### src/rtl/wpw_pkg.sv
// Shared types and constants for the pixel line waveform driver.
package wpw_pkg;

	typedef enum logic [1:0] {
		ACT_LOAD  = 2'd0,
		ACT_LATCH = 2'd1,
		ACT_TICK  = 2'd2,
		ACT_NONE  = 2'd3
	} op_t;

	typedef enum logic [1:0] {
		PH_IDLE  = 2'd0,
		PH_HIGH  = 2'd1,
		PH_LOW   = 2'd2,
		PH_LATCH = 2'd3
	} phase_t;

	localparam int unsigned PIXEL_W  = 24;
	localparam int unsigned BITS_W   = 5;
	localparam int unsigned COUNT_W  = 16;
	localparam int unsigned PADDR_W  = 5;
	localparam logic [BITS_W-1:0] PIXEL_BITS = 5'd24;

	// register index taken from paddr[4:2]
	localparam logic [2:0] REG_ONE_HIGH  = 3'd0;
	localparam logic [2:0] REG_ONE_LOW   = 3'd1;
	localparam logic [2:0] REG_ZERO_HIGH = 3'd2;
	localparam logic [2:0] REG_ZERO_LOW  = 3'd3;
	localparam logic [2:0] REG_LATCH     = 3'd4;

	localparam logic [7:0]  RST_ONE_HIGH  = 8'd17;
	localparam logic [7:0]  RST_ONE_LOW   = 8'd8;
	localparam logic [7:0]  RST_ZERO_HIGH = 8'd4;
	localparam logic [7:0]  RST_ZERO_LOW  = 8'd14;
	localparam logic [15:0] RST_LATCH     = 16'd7200;

	typedef struct packed {
		op_t                op;
		logic [PIXEL_W-1:0] pixel;
	} cmd_t;

	typedef struct packed {
		logic line_level;
		logic busy_res;
		logic accepted;
	} res_t;

	typedef struct packed {
		logic [7:0]  one_high;
		logic [7:0]  one_low;
		logic [7:0]  zero_high;
		logic [7:0]  zero_low;
		logic [15:0] latch;
	} cfg_t;

	// a zero register value counts as one tick
	function automatic logic [COUNT_W-1:0] at_least_one(input logic [COUNT_W-1:0] v);
		return (v == '0) ? COUNT_W'(1) : v;
	endfunction

endpackage

### src/rtl/wpw_front.sv
// Front end: decodes incoming requests and queues them for the engine.
module wpw_front #(
	parameter int unsigned DEPTH = 4
) (
	input  logic                         clk,
	input  logic                         arst_n,
	input  logic                         push,
	output logic                         full,
	input  logic [1:0]                   action,
	input  logic [7:0]                   red,
	input  logic [7:0]                   green,
	input  logic [7:0]                   blue,
	output logic                         cmd_valid,
	output wpw_pkg::cmd_t                cmd,
	input  logic                         cmd_take
);

	localparam int unsigned PTR_W = (DEPTH > 1) ? $clog2(DEPTH) : 1;
	localparam int unsigned CNT_W = $clog2(DEPTH + 1);

	wpw_pkg::cmd_t  mem_q [DEPTH];
	logic [PTR_W-1:0] wr_ptr_q, rd_ptr_q;
	logic [CNT_W-1:0] count_q;
	wpw_pkg::cmd_t  cmd_in;
	logic           do_push, do_pop;

	always_comb begin
		cmd_in.pixel = {green, red, blue};
		unique case (action)
			wpw_pkg::ACT_LOAD:  cmd_in.op = wpw_pkg::ACT_LOAD;
			wpw_pkg::ACT_LATCH: cmd_in.op = wpw_pkg::ACT_LATCH;
			wpw_pkg::ACT_TICK:  cmd_in.op = wpw_pkg::ACT_TICK;
			default: cmd_in.op = wpw_pkg::ACT_NONE;
		endcase
	end

	assign full      = (count_q == CNT_W'(DEPTH));
	assign cmd_valid = (count_q != '0);
	assign cmd       = mem_q[rd_ptr_q];
	assign do_push   = push && !full;
	assign do_pop    = cmd_take && cmd_valid;

	always_ff @(posedge clk) begin
		if (do_push) begin
			mem_q[wr_ptr_q] <= cmd_in;
		end
	end

	always_ff @(posedge clk or negedge arst_n) begin
		if (!arst_n) begin
			wr_ptr_q <= '0;
			rd_ptr_q <= '0;
			count_q  <= '0;
		end else begin
			if (do_push) begin
				wr_ptr_q <= (wr_ptr_q == PTR_W'(DEPTH - 1)) ? '0 : wr_ptr_q + 1'b1;
			end
			if (do_pop) begin
				rd_ptr_q <= (rd_ptr_q == PTR_W'(DEPTH - 1)) ? '0 : rd_ptr_q + 1'b1;
			end
			if (do_push && !do_pop) begin
				count_q <= count_q + 1'b1;
			end else if (do_pop && !do_push) begin
				count_q <= count_q - 1'b1;
			end
		end
	end

endmodule

### src/rtl/wpw_engine.sv
// Back end: waveform state machine and result queue.
module wpw_engine #(
	parameter int unsigned DEPTH = 2
) (
	input  logic          clk,
	input  logic          arst_n,
	input  wpw_pkg::cfg_t cfg,
	input  logic          cmd_valid,
	input  wpw_pkg::cmd_t cmd,
	output logic          cmd_take,
	output logic          empty,
	input  logic          pop,
	output logic          line_level,
	output logic          busy_res,
	output logic          accepted
);

	localparam int unsigned PTR_W = (DEPTH > 1) ? $clog2(DEPTH) : 1;
	localparam int unsigned CNT_W = $clog2(DEPTH + 1);
	localparam int unsigned PW    = wpw_pkg::PIXEL_W;
	localparam int unsigned CW    = wpw_pkg::COUNT_W;

	wpw_pkg::phase_t            phase_q, phase_d, phase_a;
	logic [PW-1:0]              shift_q, shift_d, shift_a, shift_nx;
	logic [wpw_pkg::BITS_W-1:0] bits_q, bits_d, bits_a;
	logic [CW-1:0]              count_q, count_d, count_a;
	wpw_pkg::res_t              res;

	wpw_pkg::res_t    mem_q [DEPTH];
	logic [PTR_W-1:0] wr_ptr_q, rd_ptr_q;
	logic [CNT_W-1:0] rcount_q;
	logic             res_full, do_pop;

	assign res_full = (rcount_q == CNT_W'(DEPTH));
	assign cmd_take = cmd_valid && !res_full;
	assign do_pop   = pop && !empty;
	assign shift_nx = {shift_q[PW-2:0], 1'b0};

	// request stage: load or latch start, then tick advance from the current state
	always_comb begin
		phase_a = phase_q;
		shift_a = shift_q;
		bits_a  = bits_q;
		count_a = count_q;
		res.accepted = 1'b0;
		if (cmd.op == wpw_pkg::ACT_LOAD && phase_q == wpw_pkg::PH_IDLE) begin
			shift_a = cmd.pixel;
			bits_a  = wpw_pkg::PIXEL_BITS;
			phase_a = wpw_pkg::PH_HIGH;
			count_a = wpw_pkg::at_least_one(CW'(cmd.pixel[PW-1] ? cfg.one_high
				: cfg.zero_high));
			res.accepted = 1'b1;
		end else if (cmd.op == wpw_pkg::ACT_LATCH && phase_q == wpw_pkg::PH_IDLE) begin
			phase_a = wpw_pkg::PH_LATCH;
			count_a = wpw_pkg::at_least_one(cfg.latch);
			res.accepted = 1'b1;
		end
		res.line_level = (phase_a == wpw_pkg::PH_HIGH);
		res.busy_res   = (phase_a != wpw_pkg::PH_IDLE);

		phase_d = phase_a;
		shift_d = shift_a;
		bits_d  = bits_a;
		count_d = count_a;
		if (cmd.op == wpw_pkg::ACT_TICK && phase_q != wpw_pkg::PH_IDLE) begin
			priority if (count_q > CW'(1)) begin
				count_d = count_q - 1'b1;
			end else if (phase_q == wpw_pkg::PH_HIGH) begin
				phase_d = wpw_pkg::PH_LOW;
				count_d = wpw_pkg::at_least_one(CW'(shift_q[PW-1] ? cfg.one_low
					: cfg.zero_low));
			end else if (phase_q == wpw_pkg::PH_LOW && bits_q > 5'd1) begin
				bits_d  = bits_q - 1'b1;
				shift_d = shift_nx;
				phase_d = wpw_pkg::PH_HIGH;
				count_d = wpw_pkg::at_least_one(CW'(shift_nx[PW-1] ? cfg.one_high
					: cfg.zero_high));
			end else begin
				phase_d = wpw_pkg::PH_IDLE;
				count_d = '0;
				bits_d  = '0;
			end
		end
	end

	always_ff @(posedge clk or negedge arst_n) begin
		if (!arst_n) begin
			phase_q <= wpw_pkg::PH_IDLE;
			shift_q <= '0;
			bits_q  <= '0;
			count_q <= '0;
		end else if (cmd_take) begin
			phase_q <= phase_d;
			shift_q <= shift_d;
			bits_q  <= bits_d;
			count_q <= count_d;
		end
	end

	// result queue
	always_ff @(posedge clk) begin
		if (cmd_take) begin
			mem_q[wr_ptr_q] <= res;
		end
	end

	always_ff @(posedge clk or negedge arst_n) begin
		if (!arst_n) begin
			wr_ptr_q <= '0;
			rd_ptr_q <= '0;
			rcount_q <= '0;
		end else begin
			if (cmd_take) begin
				wr_ptr_q <= (wr_ptr_q == PTR_W'(DEPTH - 1)) ? '0 : wr_ptr_q + 1'b1;
			end
			if (do_pop) begin
				rd_ptr_q <= (rd_ptr_q == PTR_W'(DEPTH - 1)) ? '0 : rd_ptr_q + 1'b1;
			end
			if (cmd_take && !do_pop) begin
				rcount_q <= rcount_q + 1'b1;
			end else if (do_pop && !cmd_take) begin
				rcount_q <= rcount_q - 1'b1;
			end
		end
	end

	assign empty      = (rcount_q == '0);
	assign line_level = mem_q[rd_ptr_q].line_level;
	assign busy_res   = mem_q[rd_ptr_q].busy_res;
	assign accepted   = mem_q[rd_ptr_q].accepted;

endmodule

### src/rtl/ws2812_pixel_waveform_top.sv
// Top level of the single-wire pixel line waveform driver.
// Single-wire LED pixel line driver. Each request is a load (24-bit pixel sent
// green, red, blue, MSB first), a latch reset, or a tick that advances time by
// one unit. Every request returns one result: line level during that request,
// busy, and whether a load/reset was taken (only taken while idle). Bit pulse
// widths and the latch length come from five tick registers on the APB port
// (0x00 one high, 0x04 one low, 0x08 zero high, 0x0C zero low, 0x10 latch);
// a value of zero counts as one tick. Throughput is one request per clock
// while the result queue has room, set by the engine, which retires one
// request per cycle in a registered state update. A request accepted into
// the request queue is taken by the engine once the result queue has room,
// and its result is on the result ports right after that edge, ready to pop.
// Request and result queues decouple both sides so either can stall.
// Write tick registers only while no requests are outstanding.
module ws2812_pixel_waveform_top #(
	parameter int unsigned CMD_DEPTH = 4,
	parameter int unsigned RES_DEPTH = 2
) (
	input  logic                        clk,
	input  logic                        arst_n,
	// request side
	input  logic                        push,
	output logic                        full,
	input  logic [1:0]                  action,
	input  logic [7:0]                  red,
	input  logic [7:0]                  green,
	input  logic [7:0]                  blue,
	// result side
	output logic                        empty,
	input  logic                        pop,
	output logic                        line_level,
	output logic                        busy_res,
	output logic                        accepted,
	// register port
	input  logic                        psel,
	input  logic                        penable,
	input  logic                        pwrite,
	input  logic [wpw_pkg::PADDR_W-1:0] paddr,
	input  logic [31:0]                 pwdata,
	output logic [31:0]                 prdata,
	output logic                        pready
);

	wpw_pkg::cfg_t cfg_q;
	wpw_pkg::cmd_t cmd;
	logic          cmd_valid, cmd_take;
	logic          wr_en;
	logic [2:0]    reg_idx;

	assign pready  = 1'b1;
	assign reg_idx = paddr[4:2];
	assign wr_en   = psel && penable && pwrite && pready;

	// tick registers
	always_ff @(posedge clk or negedge arst_n) begin
		if (!arst_n) begin
			cfg_q.one_high  <= wpw_pkg::RST_ONE_HIGH;
			cfg_q.one_low   <= wpw_pkg::RST_ONE_LOW;
			cfg_q.zero_high <= wpw_pkg::RST_ZERO_HIGH;
			cfg_q.zero_low  <= wpw_pkg::RST_ZERO_LOW;
			cfg_q.latch     <= wpw_pkg::RST_LATCH;
		end else if (wr_en) begin
			unique case (reg_idx)
				wpw_pkg::REG_ONE_HIGH:  cfg_q.one_high  <= pwdata[7:0];
				wpw_pkg::REG_ONE_LOW:   cfg_q.one_low   <= pwdata[7:0];
				wpw_pkg::REG_ZERO_HIGH: cfg_q.zero_high <= pwdata[7:0];
				wpw_pkg::REG_ZERO_LOW:  cfg_q.zero_low  <= pwdata[7:0];
				wpw_pkg::REG_LATCH:     cfg_q.latch     <= pwdata[15:0];
				default: ;
			endcase
		end
	end

	// readback
	always_comb begin
		unique case (reg_idx)
			wpw_pkg::REG_ONE_HIGH:  prdata = {24'd0, cfg_q.one_high};
			wpw_pkg::REG_ONE_LOW:   prdata = {24'd0, cfg_q.one_low};
			wpw_pkg::REG_ZERO_HIGH: prdata = {24'd0, cfg_q.zero_high};
			wpw_pkg::REG_ZERO_LOW:  prdata = {24'd0, cfg_q.zero_low};
			wpw_pkg::REG_LATCH:     prdata = {16'd0, cfg_q.latch};
			default:                prdata = '0;
		endcase
	end

	wpw_front #(
		.DEPTH(CMD_DEPTH)
	) u_front (
		.clk       (clk),
		.arst_n    (arst_n),
		.push      (push),
		.full      (full),
		.action    (action),
		.red       (red),
		.green     (green),
		.blue      (blue),
		.cmd_valid (cmd_valid),
		.cmd       (cmd),
		.cmd_take  (cmd_take)
	);

	wpw_engine #(
		.DEPTH(RES_DEPTH)
	) u_engine (
		.clk        (clk),
		.arst_n     (arst_n),
		.cfg        (cfg_q),
		.cmd_valid  (cmd_valid),
		.cmd        (cmd),
		.cmd_take   (cmd_take),
		.empty      (empty),
		.pop        (pop),
		.line_level (line_level),
		.busy_res   (busy_res),
		.accepted   (accepted)
	);

endmodule

### config.mk
export PLATFORM = sky130hd
export DESIGN_NAME = ws2812_pixel_waveform_top
export DESIGN_NICKNAME = d
export VERILOG_FILES = /design/src/rtl/wpw_pkg.sv /design/src/rtl/wpw_front.sv /design/src/rtl/wpw_engine.sv /design/src/rtl/ws2812_pixel_waveform_top.sv
export SDC_FILE = /design/constraint.sdc
export NUM_CORES = 1
export LEC_CHECK = 0
export BUFFER_PORTS_ARGS = -buffer_cell sky130_fd_sc_hd__buf_2
export CORE_ASPECT_RATIO = 1.25
export CORE_UTILIZATION = 55
export CTS_CLUSTER_SIZE = 16
export DETAILED_ROUTE_END_ITERATION = 7
export GPL_TIMING_DRIVEN = 0
export PLACE_DENSITY_LB_ADDON = 0.05
export SLEW_MARGIN = 5
export SYNTH_ARGS = -nofsm -noshare
export SYNTH_HDL_FRONTEND = slang
export SYNTH_SLANG_ARGS = --single-unit
### constraint.sdc
create_clock -name clk -period 2.6 [get_ports clk]
set_input_delay 0.52 -clock clk [delete_from_list [all_inputs] [get_ports clk]]
set_output_delay 0.52 -clock clk [all_outputs]
set_load 0.02 [all_outputs]
After elaboration in Yosys (flattened, before gate mapping)
Memories as Yosys holds them, arrays and structs flattened.
Index checks and enable logic that the tools add are counted.
- $lt $le $gt $ge: 2
- $mul: 0
- divide/modulo/power cells: 0
- shift-type cells: 0
- bitwise gates (word level): 0
- equality and inequality tests: 15
- $add $sub $neg: 10
- reduce and logical (&&, ||, !) cells: 42
- muxes and demuxes: 45
- operator list (operator ; number):
    $mux W16 ; 10
    $mux W24 ; 5
    $pmux W16 S5 ; 1
    $logic_not A16 Y1 ; 4
    $mux W5 ; 5
    $mux W8 ; 3
    $mux W2 ; 9
    $gt A16 B1 Y1 const B ; 1
    $sub A16 B1 Y16 const B ; 1
    $logic_and A1 B1 Y1 ; 14
    $eq A2 B2 Y1 const B ; 6
    $reduce_and A2 Y1 ; 6
    $mux W1 ; 9
    $eq A2 B1 Y1 const B ; 4
    $logic_not A2 Y1 ; 4
    $reduce_bool A2 Y1 ; 4
    $logic_not A1 Y1 ; 7
    $add A2 B1 Y2 const B ; 3
    $eq A3 B2 Y1 const B ; 2
    $eq A3 B3 Y1 const B ; 2
    $mux W3 ; 2
    $pmux W2 S3 ; 1
    $reduce_bool A3 Y1 ; 2
    $gt A5 B1 Y1 const B ; 1
    7 further kinds ; 8
- bits of input ports: 70
- register bits after elaboration: 106
- RAM bits: 110
- bits in latches: 0
- word-level logic and storage cells: 131
- bits in read-only memories: 0
- output and inout bits: 38
- memories kept: 2
- memories (memory ; words ; width ; rd ports ; clocked after Yosys merged registers in ; wr ports ; RTL line ; text):
    u_front.mem_q ; 4 ; 26 ; 1 ; 0 ; 1 ; wpw_front.sv:21 ; wpw_pkg::cmd_t mem_q [DEPTH];
    u_engine.mem_q ; 2 ; 3 ; 1 ; 0 ; 1 ; wpw_engine.sv:29 ; wpw_pkg::res_t mem_q [DEPTH];

Longest topological paths before layout
An unclocked memory read counts as a cell.
- word-level depth: 8
- depth in mapped cells: 9
- gate-level depth less buffers: 8

Cells and area by module
Synthesis repeated with hierarchy kept, for this count alone.
- cell total of the unflattened synthesis: 744
- area total of the unflattened synthesis: 10463.8 um2
- by module, submodules not included (module ; area an instance (um2) ; sequential area each (um2) ; times used ; cells each):
    wpw_front ; 4267.8 ; 3298.2 ; 1 ; 175
    wpw_engine ; 3792.4 ; 1456.4 ; 1 ; 394
    ws2812_pixel_waveform_top ; 2403.6 ; 1214.9 ; 1 ; 175

Least setup slack after synthesis
No wires, ideal clock.
- path type: input to output
- start: in paddr[3] (netlist bit)
- end: out prdata[0]
- arrival time: 2.013 ns
- path buffers: 2
- cell stages on the path: 6
- setup slack: 0.067 ns
- required time: 2.080 ns
- cell sequence: clkbuf_1 -> clkbuf_1 -> mux2i_1 -> nor2_1 -> a21oi_1 -> o22ai_1
- longest elaborated chain between the ends: 2
- elaborated cells between the ends (all ways): 6
- those cells by class: eq/ne (4); mux (1); reduce/logical (1)
- ends and longest elaborated chain (item ; RTL line ; text):
    from (decl) ; ws2812_pixel_waveform_top.sv:38 ; input logic [wpw_pkg::PADDR_W-1:0] paddr,
    $eq A3 B3 Y1, or another cell as far along ; ws2812_pixel_waveform_top.sv:76 ; unique case (reg_idx)
    $pmux W16 S5 * ; ws2812_pixel_waveform_top.sv:76 ;
    to (decl) ; ws2812_pixel_waveform_top.sv:40 ; output logic [31:0] prdata,
Every way passes the cells marked *; elsewhere a longest branch is shown, timed or not.

Final worst setup path
- start: reg u_front.rd_ptr_q[0]
- end: reg u_engine.shift_q[17]
- longest elaborated chain between the ends: 8
- elaborated cells between the ends (all ways): 10
- those cells by class: eq/ne (1); mux (5); reduce/logical (3); memory (1)
- ends and longest elaborated chain (item ; RTL line ; text):
    from (decl) ; wpw_front.sv:22 ; logic [PTR_W-1:0] wr_ptr_q, rd_ptr_q;
    from (signal assigned) ; wpw_front.sv:59 ; rd_ptr_q <= (rd_ptr_q == PTR_W'(DEPTH - 1)) ? '0 : rd_ptr_q + 1'b1;
    $mem_v2 Z4 W26 * ; -- ;
    $logic_not A2 Y1 ; wpw_engine.sv:46 ; if (cmd.op == wpw_pkg::ACT_LOAD && phase_q == wpw_pkg::PH_IDLE) begin
    $logic_and A1 B1 Y1 ; wpw_engine.sv:46 ;
    $mux W24 ; wpw_engine.sv:46 ;
    $mux W24 ; wpw_engine.sv:72 ; end else if (phase_q == wpw_pkg::PH_LOW && bits_q > 5'd1) begin
    $mux W24 ; wpw_engine.sv:68 ; end else if (phase_q == wpw_pkg::PH_HIGH) begin
    $mux W24 ; wpw_engine.sv:66 ; priority if (count_q > CW'(1)) begin
    $mux W24 * ; wpw_engine.sv:65 ; if (cmd.op == wpw_pkg::ACT_TICK && phase_q != wpw_pkg::PH_IDLE) begin
    to (signal assigned) ; wpw_engine.sv:94 ; shift_q <= shift_d;
    to (decl) ; wpw_engine.sv:24 ; logic [PW-1:0] shift_q, shift_d, shift_a, shift_nx;
Marked as above.
A chain may end at the register's enable or synchronous reset.

==> metrics <==
power per cell area 1090 nW/µm²; commonest non-fill, non-tap cell in the layout edfxtp_1; Die ar. 19500 µm²; reg2reg path depth 7; Worst Path Max Fanout 10; Via density 6.07; Post-Synth XOR/XNOR Area 0.0101; placed cell area roughly 11000 µm²; CTS Buffer Depth 3; # DRC 14; clk sinks 216; syn avg cell area 13.5 µm²; most frequent cells in the layout edfxtp_1 (110), dfrtp_1 (95), buf_2 (80), mux2_2 (60), mux2i_1 (38); Worst Setup EP u_engine.shift_q[17]; ant diodes 0; fin crit share 0.966; Adder-Cell Fraction of Synth Area 0.0151; RD Place Congestion 0.897; 1st-pass router iterations 7; Num CTS Buffers 23; CP Launch Point u_front.rd_ptr_q[0]; Crit path arrival time 2.90 ns; RSZ-0062 raised after global routing false; Remaining Overflow, GRT 0; crit path kind flop to flop; met2 GRT Util 0.471; clk slew on worst S/H paths 0.06 ns; Layout Skew 0.0111 ns; initial DRC count 406; Synth Area in Compound Gates 0.0986; H-tree Lvls 1; Synth area leader edfxtp_1; initial antenna violation count 0; global-route wire length before repair 38.2 mm; HPWL Detailed 16.6 mm; Post-synth EDFFs 110; setup violators final 0; Area Overhead vs Synth 16.3%; Worst-Skew Late Latency between 0.5 and 0.6 ns; Netlist cell types 72; CTS Root Cell clkbuf_16; Initial Util 0.569; core area 18300 µm²; largest net degree at the start of global routing 67; Rows 55; largest family of logic cells by synthesized area multiplexers; mux share of post-synthesis cell area 0.164; Worst Hold Class primary input to asynchronous set/reset pin; Cell Area, Synth 10400 µm²; cell count after synthesis 769; nets@finish between 900 and 1000; Crit. End Element flop; via count between 6000 and 7000; YS warnings 0; worst vdd ir between 0.0006 and 0.0007 V; Die Wd 125 µm; setup TNS 0 ns; Critical Path RT 2.99 ns; outcome complete, but fails checks; FILL cells 1340; post-route design area ~12000 µm²; failing checks DRC, hold timing; final hold violation count 2; slew margin rel. 0.298; reg-to-reg endpoint u_engine.shift_q[17]; leakage power 4.76 nW; Worst Max-Slew Pin Slew 1.05 ns; met1 Use GR 0.298; Synth top area share 0.317; M3 GR Usage 0.0364; layout cells sized above 1 0.319; crit path time final ~2.5 ns; WL per Instance 21.0 µm; io pins 108; vias in the first global route slightly above 7000; most used routing layer met2; CP startpoint kind flop; asr flop ratio synth 0.491; r2r startpoint u_front.rd_ptr_q[0]; Reg2Reg Setup Slack 0.09 ns; Achievable Freq ~400 MHz; IO buf count 70; final wirelength 23.8 mm; Max-Cap Viols 0; sequential fraction of the synthesis area 0.573; top cells by area, synth edfxtp_1 (32%), dfrtp_1 (23%), mux2_2 (6.5%), mux4_2 (6.3%), mux2i_1 (3.7%); die extent in y 156 µm; count of pins over their slew limit 0; CTS tree built; post-synthesis register bit count between 200 and 250; Simple-Gate Fraction of Synth Area 0.0975; gr usage total 0.253; main flop type after synthesis edfxtp_1; Fin Hold WS -0.00269 ns; ANT nets after route 0
routing by layer:
metal	wire, µm	up-vias
li1	-	3166
met1	9280	3489
met2	12800	187
met3	1040	52
met4	706	0
met5	0	-
flip-flops by register name, summed over array words and instances (netlist names), 3 cells and up:
register and count:
u_front.mem_q 104, cfg_q 48, u_engine.shift_q 24, u_engine.count_q 16
u_engine.mem_q 6, u_engine.bits_q 5, u_front.count_q 3
worst min path at each step:
stage / from / cells past startpoint / endpoint / slack (ns)
final: arst_n / 1 / cfg_q[39] / -0.003
after global routing: arst_n / 1 / cfg_q[39] / 0.04
after CTS: arst_n / 1 / cfg_q[39] / 0.01
after detailed placement: u_front.count_q[2] / 1 / u_front.count_q[2] / 0.48
after global placement: u_front.count_q[2] / 1 / u_front.count_q[2] / 0.47
after floorplan: arst_n / 0 / cfg_q[0] / 0.22
Yosys cell counts, types with 4 or more instances:
library cell / count
o221a_2: 5
o22ai_1: 20
nand3_1: 5
or4_1: 7
o31ai_1: 8
nor4_1: 11
nand2b_1: 9
mux4_2: 29
buf_6: 5
buf_2: 9
clkbuf_1: 25
o2111ai_1: 5
dfstp_2: 11
mux2_2: 60
buf_1: 6
or3_1: 24
xnor2_1: 7
nor2_1: 36
o221a_1: 14
a211oi_1: 9
nand2_1: 30
a21oi_1: 21
dfrtp_1: 95
mux2i_1: 38
ha_1: 11
or2_2: 4
o211ai_1: 4
nor2b_1: 10
and2_1: 13
a31oi_1: 4
xor2_1: 5
nor3_1: 14
buf_4: 17
a22o_1: 5
inv_1: 19
o2bb2ai_1: 6
edfxtp_1: 110
o21ai_0: 11
cell type report:
cell class / count / area, µm² / share of cell area
multi-input cells: 486 / 4130 / 0.341
plain buffers: 59 / 347 / 0.0286
well taps: 228 / 285 / 0.0236
clock buffers: 27 / 611 / 0.0504
flip-flops and latches: 216 / 5970 / 0.493
repair buffers: 84 / 478 / 0.0395
clock inverters: 15 / 208 / 0.0172
inverters: 20 / 76.3 / 0.00630
report_power, final:
group	total [mW]	internal [mW]	leakage, nW	switching [mW]
logic	4.40	1.95	2.07	2.45
registers	5.29	4.62	2.29	0.674
clock network	3.51	2.18	0.398	1.33
per-stage QoR:
stage | hold slack [ns] | util | setup WS, ns | std cells | power, mW
after global placement | 0.473 | 0.606 | -0.588 | 1082 | 9.46
after floorplan | 0.224 | - | 0.0673 | 784 | 8.35
after detailed placement | 0.475 | 0.608 | -0.606 | 1083 | 9.65
after CTS | 0.0139 | 0.658 | 0.0123 | 1129 | 13.3
final | -0.00269 | 0.661 | 0.0885 | 1135 | 13.2
after global routing | 0.0400 | 0.661 | 0.00498 | 1135 | 14.0
cell families after synthesis:
logic type / count (synthesis)
adder cells (fa/ha/maj): 12
AO/OA/AOI/OAI: 136
XOR/XNOR: 12
flip-flops: 216
buffers and inverters: 82
multiplexers: 127
AND/OR/NAND/NOR: 182
other: 2
worst max-delay path, cell delays in order, from the launching register on:
cell and delay, ns:
dfrtp_1 0.38, buf_6 0.14, mux4_2 0.55, or4_1 0.49
buf_4 0.19, buf_6 0.16, or3_1 0.35, o221a_1 0.13
timing repair:
item | CTS | global route
endpoints found under the setup margin | 52 | 43
hold buffers | 0 | 0
setup buffers | 6 | 7
gates resized for setup | 14 | 11
endpoints found under the hold margin | 0 | 0
pin swaps | 2 | 1
Note: power is estimated with default switching activity, not from simulation.
